File: src/rtl/core/bqm_pkg.sv
// ----------------------------------------------------------------------------
// bqm_pkg
// Shared types, constants and fraction table for the quad cell mesher.
// ----------------------------------------------------------------------------
package bqm_pkg;

    localparam int MAX_DIV_DEF = 8;
    localparam int ONE_Q16     = 65536;

    // Input item: one quadrilateral and its subdivision counts
    typedef struct packed {
        logic signed [31:0] corner0_y;
        logic signed [31:0] corner0_z;
        logic signed [31:0] corner1_y;
        logic signed [31:0] corner1_z;
        logic signed [31:0] corner2_y;
        logic signed [31:0] corner2_z;
        logic signed [31:0] corner3_y;
        logic signed [31:0] corner3_z;
        logic        [3:0]  div_ij;
        logic        [3:0]  div_jk;
    } quad_t;

    // Result item: one cell
    typedef struct packed {
        logic        [5:0]  cell_index;
        logic signed [31:0] out0_y;
        logic signed [31:0] out0_z;
        logic signed [31:0] out1_y;
        logic signed [31:0] out1_z;
        logic signed [31:0] out2_y;
        logic signed [31:0] out2_z;
        logic signed [31:0] out3_y;
        logic signed [31:0] out3_z;
        logic               last_cell;
    } cell_t;

    // Work descriptor handed from front to back (counts already clamped)
    typedef struct packed {
        logic [3:0][31:0] cy;
        logic [3:0][31:0] cz;
        logic [3:0]       nij;
        logic [3:0]       njk;
    } job_t;

    // Back-end sequencer states
    typedef enum logic [1:0] {
        ST_IDLE,
        ST_MUL1,
        ST_MUL2,
        ST_EMIT
    } back_state_t;

    // Grid fraction t/n in Q1.16, round half up; row n, column t
    localparam logic [16:0] FRAC_TAB [0:8][0:8] = '{
        '{17'd0, 17'd0,     17'd0,     17'd0,     17'd0,     17'd0,     17'd0,
          17'd0, 17'd0},
        '{17'd0, 17'd65536, 17'd0,     17'd0,     17'd0,     17'd0,     17'd0,
          17'd0, 17'd0},
        '{17'd0, 17'd32768, 17'd65536, 17'd0,     17'd0,     17'd0,     17'd0,
          17'd0, 17'd0},
        '{17'd0, 17'd21845, 17'd43691, 17'd65536, 17'd0,     17'd0,     17'd0,
          17'd0, 17'd0},
        '{17'd0, 17'd16384, 17'd32768, 17'd49152, 17'd65536, 17'd0,     17'd0,
          17'd0, 17'd0},
        '{17'd0, 17'd13107, 17'd26214, 17'd39322, 17'd52429, 17'd65536, 17'd0,
          17'd0, 17'd0},
        '{17'd0, 17'd10923, 17'd21845, 17'd32768, 17'd43691, 17'd54613, 17'd65536,
          17'd0, 17'd0},
        '{17'd0, 17'd9362,  17'd18725, 17'd28087, 17'd37449, 17'd46811, 17'd56174,
          17'd65536, 17'd0},
        '{17'd0, 17'd8192,  17'd16384, 17'd24576, 17'd32768, 17'd40960, 17'd49152,
          17'd57344, 17'd65536}
    };

endpackage

File: src/rtl/core/bqm_front.sv
// ----------------------------------------------------------------------------
// bqm_front
// Accepts quads, clamps the counts and drops quads that yield no cells.
// ----------------------------------------------------------------------------
module bqm_front
    import bqm_pkg::*;
#(
    parameter int MAX_DIV = MAX_DIV_DEF
) (
    input  logic  push,
    output logic  full,
    input  quad_t quad,
    input  logic  q_full,
    output logic  q_wr,
    output job_t  q_data
);

    logic       accept;
    logic [3:0] nij;
    logic [3:0] njk;

    // Count clamp
    assign nij = (quad.div_ij > 4'(MAX_DIV)) ? 4'(MAX_DIV) : quad.div_ij;
    assign njk = (quad.div_jk > 4'(MAX_DIV)) ? 4'(MAX_DIV) : quad.div_jk;

    // Transfer in; empty grids are consumed without a job
    assign full   = q_full;
    assign accept = push && !q_full;
    assign q_wr   = accept && (nij != 4'd0) && (njk != 4'd0);

    always_comb
    begin
        q_data.cy  = {quad.corner3_y, quad.corner2_y, quad.corner1_y, quad.corner0_y};
        q_data.cz  = {quad.corner3_z, quad.corner2_z, quad.corner1_z, quad.corner0_z};
        q_data.nij = nij;
        q_data.njk = njk;
    end

endmodule

File: config.mk
export PLATFORM = sky130hd
export DESIGN_NAME = bqm_front
export DESIGN_NICKNAME = d
export VERILOG_FILES = /design/src/rtl/core/bqm_pkg.sv /design/src/rtl/core/bqm_front.sv
export SDC_FILE = /design/constraint.sdc
export NUM_CORES = 1
export LEC_CHECK = 0
export BUFFER_PORTS_ARGS = -buffer_cell sky130_fd_sc_hd__buf_2
export CAP_MARGIN = 10
export CELL_PAD_IN_SITES_DETAIL_PLACEMENT = 1
export CELL_PAD_IN_SITES_GLOBAL_PLACEMENT = 2
export CORE_AREA = 2 2 206 208
export DETAILED_ROUTE_END_ITERATION = 8
export DIE_AREA = 0 0 208 210
export PLACE_DENSITY = 0.6
export SKIP_LAST_GASP = 1
export SLEW_MARGIN = 20
export SYNTH_ARGS = -nofsm -noshare
export SYNTH_HDL_FRONTEND = slang
export SYNTH_SLANG_ARGS = --single-unit
File: constraint.sdc
create_clock -name vclk -period 0.8
set_input_delay 0.08 -clock vclk [all_inputs]
set_output_delay 0.08 -clock vclk [all_outputs]
set_load 0.02 [all_outputs]
# After elaboration in Yosys (flattened, before gate mapping)

Index checks and enable logic that the tools add are counted.

$add $sub $neg: 0
Multiply operators: 0
Divide/modulo/power cells: 0
$lt $le $gt $ge: 2
Equality and inequality tests: 0
Shifts and indexed selects: 0
Multiplexer cells: 2
Bitwise gates (word level): 0
Reductions and logical operators: 6

Operator list:

| operator                                   | number |
|---|---|
| 4-bit > comparator (second input constant) | 2 |
| 4-bit 2-to-1 mux                           | 2 |
| 4-bit nonzero test                         | 2 |
| 1-bit logical AND                          | 3 |
| 1-bit zero test                            | 1 |

Flip-flop bits (word level): 0
Latch bits: 0
Memory bits (writable): 0
ROM bits: 0
Bits of input ports: 266
Logic and storage cells: 10
Memories: 0

# Logic depth before layout (Yosys ltp)

Depth in word-level cells: 5
Mapped depth: 2
Gate-level depth less buffers: 2

# Least setup slack after synthesis

OpenSTA, ideal clock, no wires.

Kind: input to output
Start: in quad[2] (netlist bit)
End: out q_wr
Data arrival time: 0.604 ns
Data required time: 0.720 ns
Path slack: 0.116 ns
Cell stages on the path: 2
Path buffers: 0
Path through: nor4_2 nor4b_2

Word-level cells in the longest chain between the ends: 4

Ends and longest elaborated chain:

| element              | RTL line        | text |
|---|---|---|
| from (decl)          | bqm_front.sv:12 | `input quad_t quad,` |
| 4-bit > comparator   | bqm_front.sv:24 | `assign njk = (quad.div_jk > 4'(MAX_DIV)) ? 4'(MAX_DIV) : quad.div_jk;` |
| 4-bit 2-to-1 mux *   | bqm_front.sv:24 |  |
| 4-bit nonzero test * | bqm_front.sv:29 | `assign q_wr = accept && (nij != 4'd0) && (njk != 4'd0);` |
| 1-bit logical AND *  | bqm_front.sv:29 |  |
| to (decl)            | bqm_front.sv:14 | `output logic q_wr,` |

Mark *: on every way between the ends. The rest lies on a longest branch, timed or not.

# Final worst setup path

Start: in quad[6] (netlist bit)
End: out q_wr

Word-level cells in the longest chain between the ends: 5

Ends and longest elaborated chain:

| element                          | RTL line        | text |
|---|---|---|
| 4-bit > comparator               | bqm_front.sv:23 | `assign nij = (quad.div_ij > 4'(MAX_DIV)) ? 4'(MAX_DIV) : quad.div_ij;` |
| 4-bit 2-to-1 mux *               | bqm_front.sv:23 |  |
| 4-bit nonzero test *             | bqm_front.sv:29 |  |
| 1-bit logical AND * (2 in a row) | bqm_front.sv:29 |  |

Marks and branches as above.

==> results.sh <==
export IMPL_run_status="complete, but fails checks"
export IMPL_violations="setup timing"
export IMPL_num_vias=590
export IMPL_seq_cells=0
export IMPL_netlist_area_um2=2024
export IMPL_drv_cap=0
export IMPL_drt_first_pass_iters=2
export IMPL_ir_worst_vdd_uv=57.40
export IMPL_grt_pass1_vias=748
export IMPL_worst_path_stages=4
export IMPL_post_cts_setup_buffers=0
export IMPL_p_comb_frac=1.000
export IMPL_p_seq_frac=0
export IMPL_leakage_nw=0.1290
export IMPL_fmax_mhz=1237
export IMPL_crit_fanout=2
export IMPL_grt_overflow_total=0
export IMPL_grt_first_pass_wirelength_mm=10.40
export IMPL_gp_congestion=0.4904
export IMPL_grt_antenna_before_repair=0
export IMPL_initial_utilization=0.04881
export IMPL_synthAdderAreaFrac=0
export IMPL_initialDrtViolationCount=14
export IMPL_postSynthCellCount=268
export IMPL_utilization=0.02160
export IMPL_ios=532
export IMPL_switchingPower_w=0.00007709
export IMPL_dp_cells=569
export IMPL_die_w_um=208
export IMPL_chipHeight_um=210
export IMPL_synth_avg_cell_area_um2=7.554
export IMPL_antenna_cells=0
export IMPL_slew_headroom=0.8367
export IMPL_tightest_slew_ps=243.2
export IMPL_finalNetCount=298
export IMPL_regArea_um2=0
export IMPL_critPathKind="in2out"
export IMPL_synth_xor_area_frac=0
export IMPL_min_from="quad[183]"
export IMPL_layout_worst_path_cycle_share=1.010
export IMPL_synth_top_family_by_area="buffers and inverters"
export IMPL_grt_usage=0.03886
export IMPL_setup_violations_final=1
export IMPL_critical_path_buf_inv_count=2
export IMPL_rsz0062_at_grt="true"
export IMPL_portBuffers=20
export IMPL_use_met3=0.06034
export IMPL_area_delta_synth_final_pct=-55.75
export IMPL_yosys_area_share_simple=0.04326
export IMPL_ctsHoldBuffers=0
export IMPL_p_total_w=0.0001425
export IMPL_drive_above_1_share=0.9000
export IMPL_synth_top_area_frac=0.9530
export IMPL_internal_power_w=0.00006539
export IMPL_crit_path_max_incr_delay_ps=290
export IMPL_slew_violations=0
export IMPL_hold_class="in2out"
export IMPL_period_needed_ps=808.3
export IMPL_synth_compound_area_frac=0
export IMPL_drc=0
export IMPL_finalHoldViolations=0
export IMPL_dieArea_um2=43680
export IMPL_grt_max_degree=6
export IMPL_crit_path_end_kind="output port"
export IMPL_num_rows=75
export IMPL_yosys_top_cells_count="257 x buf_4, 3 x and2b_2, 2 x and2b_1, 2 x clkbuf_1, 2 x nor4_2"
export IMPL_avgViaCountPerCell=1.037
export IMPL_detail_route_antenna_nets=0
export IMPL_fin_ws_ps=-8.346
export IMPL_wirelength_mm=9.677
export IMPL_yosysMostFrequentCell="buf_4"
export IMPL_nClkBuffers=0
export IMPL_wl_per_cell_um=17.01
export IMPL_setup_worst_path_end="q_wr"
export IMPL_grt_use_met1=0.01152
export IMPL_ys_seq_area_frac=0
export IMPL_layout_cells_non_filler=569
export IMPL_synth_warning_count=0
export IMPL_fp_coreArea_um2=41480
export IMPL_multi_input_area_um2=96.34
export IMPL_power_density_nw_per_um2=159.0
export IMPL_cp_cell_sequence="buf_2 > nor4_2 > nor4b_2 > buf_4"
export IMPL_critical_path_top_delay_family="simple AND/OR/NAND/NOR gates"
export IMPL_clock_power_share=0
export IMPL_worstSetupStartpointType="input port"
export IMPL_fin_setup_tns_ps=-8.346
export IMPL_synth_area_leader_cell="buf_4"
export IMPL_arrival_ps=730
export IMPL_top_usage_layer="met3"
export IMPL_sw_frac_of_total=0.5411
export IMPL_synth_cell_types=7
export IMPL_startpoint="quad[6]"
export IMPL_cp_required_ps=720
export IMPL_syn_nets=534
export IMPL_cp_slowest_cell="nor4_2"
export IMPL_synthTopCellsByArea="buf_4 95%, and2b_2 1.3%, nor4_2 1.2%"
export IMPL_fill_cells=4993
export IMPL_grtUsageMet2=0.05762
export IMPL_synthMuxAreaShare=0
-- cell families after synthesis --
kind of cell	Yosys count
buffers and inverters	259
AND/OR/NAND/NOR	9
-- stage by stage --
step	setup slack (ps)	hold WS (ps)	cell area [µm²]
after global placement	-143.7	160.1	869.6
after global routing	-50.43	160.0	895.9
after floorplan	116.0	212.7	2024
final	-8.346	160.0	895.9
after CTS	-45.16	160.1	895.9
after detailed placement	-127.7	160.1	869.6
-- power by group through the flow --
stage	clock, W	combinational [W]	sequential [W]
6_report	0	0.000142	0
5_1_grt	0	0.000152	0
4_1_cts	0	0.000147	0
3_5_place_dp	0	0.000132	0
3_3_place_gp	0	0.000129	0
2_1_floorplan	0	0.00193	0
-- final cells by class --
| type | instances | area share |
|---|---|---|
| multi-input cells | 9 | 0.1075 |
| well taps | 539 | 0.7528 |
| repair buffers | 21 | 0.1397 |
-- layer usage --
metal  wire (µm)  vias to the layer above
met5           0                        -
met4        1237                        0
met3        3473                      126
met2        4014                      244
met1         951                      145
li1            -                       75
-- worst min path at each step --
stage / slack [ps] / endpoint / depth (start not counted)
after floorplan: 210 / q_wr / 1
after global placement: 160 / q_data[120] / 0
after detailed placement: 160 / q_data[120] / 0
after CTS: 160 / q_data[120] / 0
after global routing: 160 / q_data[179] / 0
final: 160 / q_data[183] / 0
-- what timing repair did --
| action | CTS | global route |
|---|---|---|
| pin swaps | 2 | 1 |
| resized for setup | 6 | 0 |
| setup endpoints to repair | 2 | 1 |
-- placed cells by master (no fill, tap or decap) --
cell      n
and2b_2   3
buf_2    16
buf_4     3
and2b_1   2
nor4b_2   1
buf_6     2
nor2b_1   1
nor4_4    1
nor4_2    1
Power figures use the tool's default switching activity.
