## src/rtl/core/bqm_pkg.sv

```systemverilog
// ----------------------------------------------------------------------------
// bqm_pkg
// Shared types, constants and fraction table for the quad cell mesher.
// ----------------------------------------------------------------------------
package bqm_pkg;

    localparam int MAX_DIV_DEF = 8;
    localparam int ONE_Q16     = 65536;

    // Input item: one quadrilateral and its subdivision counts
    typedef struct packed {
        logic signed [31:0] corner0_y;
        logic signed [31:0] corner0_z;
        logic signed [31:0] corner1_y;
        logic signed [31:0] corner1_z;
        logic signed [31:0] corner2_y;
        logic signed [31:0] corner2_z;
        logic signed [31:0] corner3_y;
        logic signed [31:0] corner3_z;
        logic        [3:0]  div_ij;
        logic        [3:0]  div_jk;
    } quad_t;

    // Result item: one cell
    typedef struct packed {
        logic        [5:0]  cell_index;
        logic signed [31:0] out0_y;
        logic signed [31:0] out0_z;
        logic signed [31:0] out1_y;
        logic signed [31:0] out1_z;
        logic signed [31:0] out2_y;
        logic signed [31:0] out2_z;
        logic signed [31:0] out3_y;
        logic signed [31:0] out3_z;
        logic               last_cell;
    } cell_t;

    // Work descriptor handed from front to back (counts already clamped)
    typedef struct packed {
        logic [3:0][31:0] cy;
        logic [3:0][31:0] cz;
        logic [3:0]       nij;
        logic [3:0]       njk;
    } job_t;

    // Back-end sequencer states
    typedef enum logic [1:0] {
        ST_IDLE,
        ST_MUL1,
        ST_MUL2,
        ST_EMIT
    } back_state_t;

    // Grid fraction t/n in Q1.16, round half up; row n, column t
    localparam logic [16:0] FRAC_TAB [0:8][0:8] = '{
        '{17'd0, 17'd0,     17'd0,     17'd0,     17'd0,     17'd0,     17'd0,
          17'd0, 17'd0},
        '{17'd0, 17'd65536, 17'd0,     17'd0,     17'd0,     17'd0,     17'd0,
          17'd0, 17'd0},
        '{17'd0, 17'd32768, 17'd65536, 17'd0,     17'd0,     17'd0,     17'd0,
          17'd0, 17'd0},
        '{17'd0, 17'd21845, 17'd43691, 17'd65536, 17'd0,     17'd0,     17'd0,
          17'd0, 17'd0},
        '{17'd0, 17'd16384, 17'd32768, 17'd49152, 17'd65536, 17'd0,     17'd0,
          17'd0, 17'd0},
        '{17'd0, 17'd13107, 17'd26214, 17'd39322, 17'd52429, 17'd65536, 17'd0,
          17'd0, 17'd0},
        '{17'd0, 17'd10923, 17'd21845, 17'd32768, 17'd43691, 17'd54613, 17'd65536,
          17'd0, 17'd0},
        '{17'd0, 17'd9362,  17'd18725, 17'd28087, 17'd37449, 17'd46811, 17'd56174,
          17'd65536, 17'd0},
        '{17'd0, 17'd8192,  17'd16384, 17'd24576, 17'd32768, 17'd40960, 17'd49152,
          17'd57344, 17'd65536}
    };

endpackage

```

## src/rtl/core/bqm_queue.sv

```systemverilog
// ----------------------------------------------------------------------------
// bqm_queue
// Two-entry job queue between the front and the back.
// ----------------------------------------------------------------------------
module bqm_queue
    import bqm_pkg::*;
(
    input  logic clk,
    input  logic rst_n,
    input  logic wr,
    input  job_t wr_data,
    output logic q_full,
    output logic q_empty,
    input  logic rd,
    output job_t rd_data
);

    job_t       mem_reg [2];
    logic       wp_reg;
    logic       rp_reg;
    logic [1:0] cnt_reg;
    logic [1:0] cnt_next;

    assign q_full  = (cnt_reg == 2'd2);
    assign q_empty = (cnt_reg == 2'd0);
    assign rd_data = mem_reg[rp_reg];

    always_comb
    begin
        cnt_next = cnt_reg + 2'(wr) - 2'(rd);
    end

    // Storage
    always_ff @(posedge clk)
    begin
        if (wr)
        begin
            mem_reg[wp_reg] <= wr_data;
        end
    end

    // Pointers and fill count
    always_ff @(posedge clk or negedge rst_n)
    begin
        if (!rst_n)
        begin
            wp_reg  <= 1'b0;
            rp_reg  <= 1'b0;
            cnt_reg <= 2'd0;
        end
        else
        begin
            if (wr)
            begin
                wp_reg <= ~wp_reg;
            end
            if (rd)
            begin
                rp_reg <= ~rp_reg;
            end
            cnt_reg <= cnt_next;
        end
    end

endmodule

```

## config.mk

```make
export PLATFORM = sky130hd
export DESIGN_NAME = bqm_queue
export DESIGN_NICKNAME = d
export VERILOG_FILES = /design/src/rtl/core/bqm_pkg.sv /design/src/rtl/core/bqm_queue.sv
export SDC_FILE = /design/constraint.sdc
export NUM_CORES = 1
export LEC_CHECK = 0
export BUFFER_PORTS_ARGS = -buffer_cell sky130_fd_sc_hd__buf_2
export CAP_MARGIN = 20
export CORE_MARGIN = 8
export CORE_UTILIZATION = 52
export DETAILED_ROUTE_END_ITERATION = 6
export HOLD_SLACK_MARGIN = 0.15
export PLACE_DENSITY = 0.77
export SYNTH_ARGS = -nofsm -noshare
export SYNTH_HDL_FRONTEND = slang
export SYNTH_SLANG_ARGS = --single-unit
```

## constraint.sdc

```tcl
create_clock -name clk -period 14.23 [get_ports clk]
set_input_delay 1.423 -clock clk [delete_from_list [all_inputs] [get_ports clk]]
set_output_delay 1.423 -clock clk [all_outputs]
set_load 0.02 [all_outputs]
```

Word-level counts from Yosys, hierarchy flattened:

Memory sizes are Yosys's and may differ from the RTL's.
Index checks and enable logic that the tools add are counted.

* memories kept: 1
* bits in read-only memories: 0
* bits in registers: 4
* bits in latches: 0
* memory bits (writable): 528
* bits of input ports: 268
* output and inout port bits: 266
* logic and storage cells: 12

Memories
* mem_reg: depth 2, width 264, rd ports 1, clocked after Yosys merged registers in 0, wr ports 1, line bqm_queue.sv:18 `job_t mem_reg [2];`

* bitwise gates (word level): 2
* div/mod/pow operators: 0
* reduce and logical (&&, ||, !) cells: 1
* add/subtract/negate cells: 2
* shift-type cells: 0
* multiply operators: 0
* magnitude comparators: 0
* equal/unequal tests: 1
* mux-type cells: 2

Operators by type and width (count)
* adder 2 x 1 -> 2 bit: 1
* == test 2 bit (second input constant): 1
* logical NOT 2 bit: 1
* two-way mux 1 bit: 2
* inverter 1 bit: 2
* subtractor 2 x 1 -> 2 bit: 1

Logic depth before layout (Yosys ltp):

Gate-level depths: netlist of the first run.

* word-level depth: 2
* gate-level depth with buffers: 5
* gate-level depth less buffers: 5

Least setup slack after synthesis of the first run:

Ideal clock, no wire load.

* path type: input -> register
* from: input wr
* to: memory mem_reg[0][0] (netlist bit) (enable)
* required time: 13305 ps
* slack: 524 ps
* arrival: 12780 ps
* cell stages on the path: 1
* path through: nor2b_1

* word-level cells in the longest chain between the ends: 2

RTL lines
* start, declared: line bqm_queue.sv:10 `input logic wr,`
* two-way mux 1 bit: line bqm_queue.sv:36 `if (wr)`
* two-way mux 1 bit (not written as such): line bqm_queue.sv:38 `mem_reg[wp_reg] <= wr_data;`
* end, declared: line bqm_queue.sv:18

Every way passes these cells.

==> results of run 1 <==
## kinds of logic after synthesis
| logic type | synth area share [%] |
|---|---|
| xor gates and xnor gates | 0.213 |
| adders and majority gates | 0.129 |
| buffers and inverters | 1.69 |
| DFF | 82.5 |
| muxes | 15.4 |
| and+or+nand+nor | 0.116 |
## path summary, 6_finish.rpt
kind	slack, ns	cells past startpoint	to
max	9.00	4	rd_data[91]
min	0.58	1	wp_reg$_DFFE_PN0P_
max reg2reg	10.89	3	mem_reg[1][17]$_DFFE_PP_
min reg2reg	0.58	1	wp_reg$_DFFE_PN0P_
max in group asynchronous	13.44	1	rp_reg$_DFFE_PN0P_
min in group asynchronous	0.65	1	rp_reg$_DFFE_PN0P_
## per-stage QoR
stage                     hold slack, ns  util, %  total power, W  instances
after global placement             0.529     61.1         0.00379       1818
after CTS                          0.590     65.5         0.00514       1909
after floorplan                    0.455        -         0.00343        836
after detailed placement           0.578     61.1         0.00383       1818
after global routing               0.627     65.6         0.00529       1922
final                              0.579     65.7         0.00510       1932
## cell usage after synthesis
library cell | n | area, sq um
edfxtp_1 | 528 | 15900
mux2_2 | 264 | 2970
buf_6 | 28 | 315
dfrtp_1 | 4 | 100
ha_1 | 2 | 25.0
inv_1 | 2 | 7.51
nor2b_1 | 2 | 12.5
xor2_1 | 2 | 17.5
and2_1 | 1 | 6.26
buf_2 | 1 | 5.00
nor2_1 | 1 | 3.75
xor3_1 | 1 | 23.8
## cell type report
type	count	area, sq um	share of cell area, %
Multi-Input combinational cell	273	3070	12.8
Tap cell	468	586	2.43
Clock buffer	63	1360	5.67
Clock inverter	28	262	1.09
Inverter	2	7.51	0.0312
Sequential cell	532	16000	66.4
Antenna cell	23	57.6	0.239
Timing Repair Buffer	543	2740	11.4
## power by group through the flow
stage / clock (W) / sequential (W) / combinational, W
2_1_floorplan: 0 / 0.00227 / 0.00116
6_report: 0.00132 / 0.00218 / 0.00160
4_1_cts: 0.00134 / 0.00219 / 0.00162
5_1_grt: 0.00140 / 0.00221 / 0.00168
3_3_place_gp: 0 / 0.00221 / 0.00159
3_5_place_dp: 0 / 0.00222 / 0.00161
## metal layers
metal / vias up / routed length, um
met5: - / 65
met4: 12 / 1740
met3: 113 / 4900
met2: 490 / 23400
met1: 5030 / 16700
li1: 4514 / -
## worst max-delay path, delay by kind of cell, from the launching register on
family                 cells  cell delay, ns
buffers and inverters      3            1.83
DFF                        1            0.79
muxes                      1            0.42
==> results.json, run 1 <==
{
  "hold_violations": 0,
  "critPathArrivalTime_ns": 3.81,
  "fin_skew_ns": 0.0110,
  "die_x_um": 209,
  "worstPathRequired_ns": 12.81,
  "overflow": 0,
  "dpl_cell_area_sq_um": 22400,
  "power.density_nw_per_um2": 212,
  "synth_cell_types": 12,
  "fmax_mhz": 191,
  "synth_area_sq_um": 19300,
  "cp-startpoint": "rp_reg$_DFFE_PN0P_",
  "slowest_delay_ns": 0.84,
  "drt_pass1_iterations": 5,
  "fin_crit_ns": 5.23,
  "syn_inst": 836,
  "use_met1_pct": 23.0,
  "ant_nets": 0,
  "start_util_pct": 52.8,
  "num_vias": 10200,
  "cts_resized": 0,
  "grt_max_degree": 79,
  "drcViolationCount": 0,
  "grt_pass1_wl_mm": 66.9,
  "finalCritPeriodShare_pct": 36.8,
  "vias_per_cell": 5.26,
  "p_leak_nw": 9.05,
  "io_buffer_count": 533,
  "finalMaxSlewViolations": 0,
  "mappedNetlistNets": 1106,
  "postCtsSetupBuffers": 0,
  "final_cell_mix": "buf_2 (533), edfxtp_1 (528), mux2_2 (264), clkbuf_16 (53), clkinv_1 (11)",
  "regToRegStartpoint": "wp_reg$_DFFE_PN0P_",
  "tightest_slew_ns": 1.03,
  "dp_slack_ns": 9.61,
  "clk_latency_ns": 0.57,
  "ys_ff_latch": 532,
  "crit_slowest_cell": "buf_4",
  "n_fill_cell": 2471,
  "dieArea_sq_um": 43600,
  "syn_avg_cell_area_sq_um": 23.1,
  "p_sw_share_pct": 32.3,
  "cp-end-kind": "output port",
  "fin_area_sq_um": 24000,
  "core_sq_um": 36600,
  "wl_per_cell_um": 24.2,
  "dieHeight_um": 209,
  "clock_power_share_pct": 25.8,
  "rsz0062_at_grt": "false",
  "fin_nets": 1673,
  "yosys_warnings": 0,
  "io_pins": 534,
  "p_int_w": 0.00345,
  "cts_tree": "yes",
  "layout_commonest_cell": "buf_2",
  "gp_congestion": 0.852,
  "rows": 70,
  "clk_path_buf_depth": 3,
  "gr-usage-met2_pct": 34.2,
  "slew-limit-headroom_pct": 31.4,
  "drive_gt1_share_pct": 61.1,
  "clockRootBuffer": "clkbuf_16",
  "hold_class": "flop to flop",
  "yosysSeqAreaShare_pct": 82.5,
  "maxCapViolations": 0,
  "cts.sinks": 532,
  "path_max_fanout": 78,
  "path_cells": "buf_4 -> buf_4 -> mux2_2 -> buf_2",
  "vdd_ir_drop_max_v": 0.000168,
  "critPathKind": "flop to output port",
  "place_hpwl_mm": 33.3,
  "grtUsageTotal_pct": 20.4,
  "grt_antenna_before_repair": 21,
  "finalSetupViolations": 0,
  "grt_pass1_vias": 10900,
  "area_growth_pct": 24.3,
  "top_usage_layer": "met2",
  "largest_reg_flops": 528,
  "clkTransAtPathRegs_ns": 0.06,
  "postCtsHoldBufs": 0,
  "setup.worst_path.start_class": "flop",
  "setup_tns_ns": 0,
  "switching_power_w": 0.00165,
  "htree_levels": 2,
  "hp-start": "wp_reg$_DFFE_PN0P_",
  "cts_buffers": 51,
  "status": "complete, no violations",
  "seqPwrFrac_pct": 42.8,
  "drt_iter0_drc": 705,
  "power_frac_comb_pct": 31.4,
  "met3_usage_pct": 7.56,
  "worst_slack_ns": 9.00,
  "detail_route.wirelength_mm": 46.8,
  "cp_common_cell": "buf_4"
}
(Power assumes the default switching activity.)
==> run 2, diff against run 1 <==
--- a/config.mk
+++ b/config.mk
@@ -8,10 +8,10 @@
 export BUFFER_PORTS_ARGS = -buffer_cell sky130_fd_sc_hd__buf_2
 export CAP_MARGIN = 20
 export CORE_MARGIN = 8
-export CORE_UTILIZATION = 52
+export CORE_UTILIZATION = 47
 export DETAILED_ROUTE_END_ITERATION = 6
 export HOLD_SLACK_MARGIN = 0.15
-export PLACE_DENSITY = 0.77
+export PLACE_DENSITY = 0.74
 export SYNTH_ARGS = -nofsm -noshare
 export SYNTH_HDL_FRONTEND = slang
 export SYNTH_SLANG_ARGS = --single-unit
==> constraint.sdc (replaced) <==
create_clock -name clk -period 4.4 [get_ports clk]
set_input_delay 0.44 -clock clk [delete_from_list [all_inputs] [get_ports clk]]
set_output_delay 0.44 -clock clk [all_outputs]
set_load 0.02 [all_outputs]
==> results.json, run 2 (synthesized netlist as in run 1, its figures left out) <==
{
  "fin_crit_ns": 3.12,
  "status": "complete, no violations",
  "cp-end-kind": "output port",
  "topRoutingLayerUsed": "met5",
  "finalCritPeriodShare_pct": 71.0,
  "critPathKind": "flop to output port",
  "p_sw_share_pct": 33.0,
  "drcViolationCount": 0,
  "wl_per_cell_um": 22.5,
  "seqPwrFrac_pct": 42.2,
  "fin_nets": 1948,
  "dp_slack_ns": 1.89,
  "clk_latency_ns": 0.57,
  "worst_slack_ns": 1.28,
  "drt_iter0_drc": 958,
  "largest_reg_flops": 528,
  "vias_per_cell": 5.05,
  "dpl_cell_area_sq_um": 22600,
  "power_frac_comb_pct": 33.1,
  "cts_buffers": 52,
  "clkTransAtPathRegs_ns": 0.06,
  "p_int_w": 0.0112,
  "grt_pass1_wl_mm": 74.8,
  "drt-met1-wl_mm": 18.8,
  "power_w": 0.0168,
  "clock_power_share_pct": 24.7,
  "start_util_pct": 47.5,
  "route.met3.wl_mm": 4.72,
  "rsz0062_at_grt": "false",
  "grtUsageTotal_pct": 20.4,
  "num_vias": 11400,
  "dieArea_sq_um": 47900,
  "p_leak_nw": 10.2,
  "overflow": 0,
  "gp_congestion": 0.772,
  "slew-limit-headroom_pct": 33.4,
  "setup.worst_path.start_class": "flop",
  "vdd_ir_drop_max_v": 0.000527,
  "area_growth_pct": 38.8,
  "path_max_fanout": 58,
  "postCtsSetupBuffers": 0,
  "ant_nets": 0,
  "switching_power_w": 0.00553,
  "clk_path_buf_depth": 3,
  "rows": 74,
  "core_sq_um": 40700,
  "n_fill_cell": 2598,
  "fmax_mhz": 320,
  "power.density_nw_per_um2": 624,
  "fin_area_sq_um": 26800,
  "critPathArrivalTime_ns": 2.68,
  "worstPathRequired_ns": 3.96,
  "grt_pass1_vias": 12500,
  "maxCapViolations": 0,
  "cts_tree": "yes",
  "fin_skew_ns": 0.0261,
  "cts.sinks": 532,
  "dieHeight_um": 219,
  "htree_levels": 2,
  "drive_gt1_share_pct": 51.8,
  "final_cell_mix": "buf_2 (533), edfxtp_1 (528), dlygate4sd3_1 (267), mux2_2 (264), clkbuf_16 (53)",
  "hold_class": "input pin to async pin",
  "io_pins": 534,
  "die_x_um": 219,
  "layout_commonest_cell": "buf_2",
  "grt_antenna_before_repair": 9,
  "tightest_slew_ns": 1.00,
  "io_buffer_count": 533,
  "drt_pass1_iterations": 5,
  "hold_violations": 0,
  "grt_max_degree": 144,
  "finalSetupViolations": 0,
  "met2_length_mm": 25.7,
  "finish.utilization_pct": 65.9,
  "place_hpwl_mm": 31.8,
  "clockRootBuffer": "clkbuf_16",
  "detail_route.wirelength_mm": 50.9,
  "finalMaxSlewViolations": 0
}
==> run 2: changes by cell type in the layout (fill, tap and decap cells not counted), moves of 3 or more <==
| cell | previous run | this run |
|---|---|---|
| buf_12 | 0 | 7 |
| bufinv_16 | 5 | 2 |
| clkinv_4 | 0 | 3 |
| clkinvlp_4 | 0 | 3 |
| diode_2 | 23 | 8 |
| dlygate4sd3_1 | 0 | 267 |
==> run 2: routing by layer <==
metal	global-route usage, %	up-vias
met3	5.98	99
met5	0	-
met2	35.3	568
met1	24.0	5675
li1	-	5048
met4	7.72	4
==> run 2: path summary, 6_finish.rpt <==
path	startpoint	endpoint	slack, ns	depth (start not counted)
worst max register to register	wp_reg$_DFFE_PN0P_	mem_reg[1][173]$_DFFE_PP_	2.28	2
min in group clk	wp_reg$_DFFE_PN0P_	wp_reg$_DFFE_PN0P_	0.56	1
worst min register to register	wp_reg$_DFFE_PN0P_	wp_reg$_DFFE_PN0P_	0.56	1
worst max-delay path	rp_reg$_DFFE_PN0P_	rd_data[62]	1.28	3
max in group asynchronous	rst_n	rp_reg$_DFFE_PN0P_	3.96	2
worst min-delay path	rst_n	wp_reg$_DFFE_PN0P_	0.29	2
==> run 2: final cells by class <==
class | instances | area [sq um] | area share, %
Multi-Input combinational cell | 273 | 3070 | 11.4
Tap cell | 532 | 666 | 2.48
Timing Repair Buffer | 817 | 5560 | 20.7
Inverter | 2 | 7.51 | 0.0280
Sequential cell | 532 | 16000 | 59.4
Clock buffer | 65 | 1370 | 5.11
Clock inverter | 28 | 198 | 0.736
Antenna cell | 8 | 20.0 | 0.0746
==> run 2: worst max-delay path, stage by stage (launching register included) <==
cell and delay [ns]:
dfrtp_4 1.02, buf_4 0.46, mux2_2 0.40, buf_2 0.17
==> run 2: power by group through the flow <==
stage	sequential [W]	combinational [W]	clock, W
6_report	0.00707	0.00554	0.00414
5_1_grt	0.00715	0.00583	0.00440
4_1_cts	0.00706	0.00554	0.00419
3_5_place_dp	0.00716	0.00531	0
3_3_place_gp	0.00710	0.00526	0
2_1_floorplan	0.00709	0.00375	0
==> run 2: stage by stage <==
stage	TNS (ns)	hold slack, ns	instances
4_1_cts	0	0.202	2249
2_1_floorplan	-111.73	0.144	836
3_3_place_gp	0	0.252	1889
3_5_place_dp	0	0.260	1889
6_report	0	0.290	2257
5_1_grt	0	0.254	2255
==> run 2: what timing repair did <==
item	4_1_cts	5_1_grt
hold buffers	267	0
endpoints found under the hold margin	535	0
endpoints found under the setup margin	0	0
gates resized for setup	0	0
==> run 3, diff against run 2 <==
==> constraint.sdc (replaced) <==
create_clock -name clk -period 2.82 [get_ports clk]
set_input_delay 0.282 -clock clk [delete_from_list [all_inputs] [get_ports clk]]
set_output_delay 0.282 -clock clk [all_outputs]
set_load 0.02 [all_outputs]
==> results.json, run 3 (synthesized netlist as in run 1, its figures left out) <==
{
  "rsz0062_at_grt": "false",
  "clkTransAtPathRegs_ns": 0.07,
  "setup_tns_ns": 0,
  "fin_nets": 1958,
  "cp-end-kind": "output port",
  "wl_per_cell_um": 23.4,
  "cts_buffers": 51,
  "detail_route.wirelength_mm": 53.1,
  "tightest_slew_ns": 0.602,
  "finalCritPeriodShare_pct": 91.6,
  "area_growth_pct": 40.0,
  "p_sw_share_pct": 32.9,
  "grt_max_degree": 100,
  "drt_pass1_iterations": 5,
  "dpl_cell_area_sq_um": 22700,
  "grtUsageTotal_pct": 21.0,
  "largest_reg_flops": 528,
  "cts_tree": "yes",
  "overflow": 0,
  "io_buffer_count": 533,
  "grt_antenna_before_repair": 9,
  "power_frac_comb_pct": 33.7,
  "hold_violations": 0,
  "layout_commonest_cell": "buf_2",
  "path_cells": "buf_12 -> mux2_2 -> buf_2",
  "critPathArrivalTime_ns": 2.30,
  "final_cell_mix": "buf_2 (533), edfxtp_1 (528), dlygate4sd3_1 (268), mux2_2 (264), clkbuf_16 (53)",
  "finish.utilization_pct": 66.5,
  "drcViolationCount": 0,
  "slowest_delay_ns": 0.58,
  "switching_power_w": 0.00872,
  "fin_crit_ns": 2.58,
  "crit_slowest_cell": "dfrtp_4",
  "die_x_um": 219,
  "worstPathRequired_ns": 2.54,
  "power.density_nw_per_um2": 978,
  "grt_pass1_wl_mm": 76.1,
  "gp_congestion": 0.804,
  "hold_class": "input pin to flop",
  "status": "complete, no violations",
  "clk_latency_ns": 0.57,
  "io_pins": 534,
  "vias_per_cell": 5.11,
  "drt_iter0_drc": 907,
  "slew-limit-headroom_pct": 59.9,
  "path_max_fanout": 99,
  "rows": 74,
  "critPathKind": "flop to output port",
  "finalSetupViolations": 0,
  "power_w": 0.0265,
  "num_vias": 11600,
  "vdd_ir_drop_max_v": 0.000713,
  "start_util_pct": 47.5,
  "p_leak_nw": 10.3,
  "core_sq_um": 40700,
  "place_hpwl_mm": 33.2,
  "fin_area_sq_um": 27100,
  "ant_nets": 0,
  "dieHeight_um": 219,
  "finalMaxSlewViolations": 0,
  "cts_resized": 0,
  "clock_power_share_pct": 25.1,
  "maxCapViolations": 0,
  "dp_slack_ns": 0.865,
  "setup.worst_path.start_class": "flop",
  "postCtsSetupBuffers": 0,
  "clk_path_buf_depth": 3,
  "seqPwrFrac_pct": 41.3,
  "htree_levels": 2,
  "grt_pass1_vias": 12700,
  "fmax_mhz": 387,
  "clockRootBuffer": "clkbuf_16",
  "fin_skew_ns": 0.00716,
  "p_int_w": 0.0178,
  "drive_gt1_share_pct": 52.2,
  "worst_slack_ns": 0.238,
  "dieArea_sq_um": 47900,
  "cts.sinks": 532
}
run 3: cell type report:
class	instances	area, sq um
sequential	532	16000
tap	532	666
clock buffer	57	1340
timing repair buffer	828	5730
fill	2539	13700
inverter	2	7.51
antenna	11	27.5
multi-input combinational	273	3070
clock inverter	36	275
run 3: worst paths after layout:
kind / start / to / slack [ns] / cells after the start
worst max-delay path: rp_reg$_DFFE_PN0P_ / rd_data[29] / 0.24 / 3
worst max register to register: wp_reg$_DFFE_PN0P_ / mem_reg[0][104]$_DFFE_PP_ / 1.09 / 3
max in group asynchronous: rst_n / rp_reg$_DFFE_PN0P_ / 1.89 / 3
worst min register to register: wp_reg$_DFFE_PN0P_ / wp_reg$_DFFE_PN0P_ / 0.56 / 1
min in group asynchronous: rst_n / rp_reg$_DFFE_PN0P_ / 0.70 / 3
worst min-delay path: wr_data[79] / mem_reg[0][79]$_DFFE_PP_ / 0.43 / 2
run 3: power by group through the flow:
stage	registers, W	logic (W)	clock network, W
floorplan	0.0111	0.00585	0
global placement	0.0110	0.00841	0
detailed placement	0.0111	0.00846	0
CTS	0.0109	0.00884	0.00669
global route	0.0110	0.00935	0.00704
finish	0.0109	0.00891	0.00664
run 3: routing by layer:
layer | vias to the layer above | global-route usage [%] | wire (um)
li1 | 5071 | - | -
met3 | 127 | 6.71 | 5070
met1 | 5762 | 23.0 | 18700
met2 | 637 | 36.7 | 27100
met4 | 2 | 10.0 | 2180
met5 | - | 0 | 12
run 3: through the flow:
step / hold slack, ns / instances
3_3_place_gp: 0.105 / 1899
6_report: 0.425 / 2271
3_5_place_dp: 0.110 / 1899
2_1_floorplan: -0.0136 / 836
4_1_cts: 0.388 / 2260
5_1_grt: 0.399 / 2267
run 3: timing repair:
action / 4_1_cts / 5_1_grt
hold buffers: 268 / 0
endpoints found under the hold margin: 535 / 0
endpoints found under the setup margin: 0 / 0
run 3: worst max-delay path, delay by kind of cell, from the launching register on:
| family | cells | cell delay (ns) |
|---|---|---|
| DFF | 1 | 0.58 |
| muxes | 1 | 0.43 |
| buffers and inverters | 2 | 0.57 |
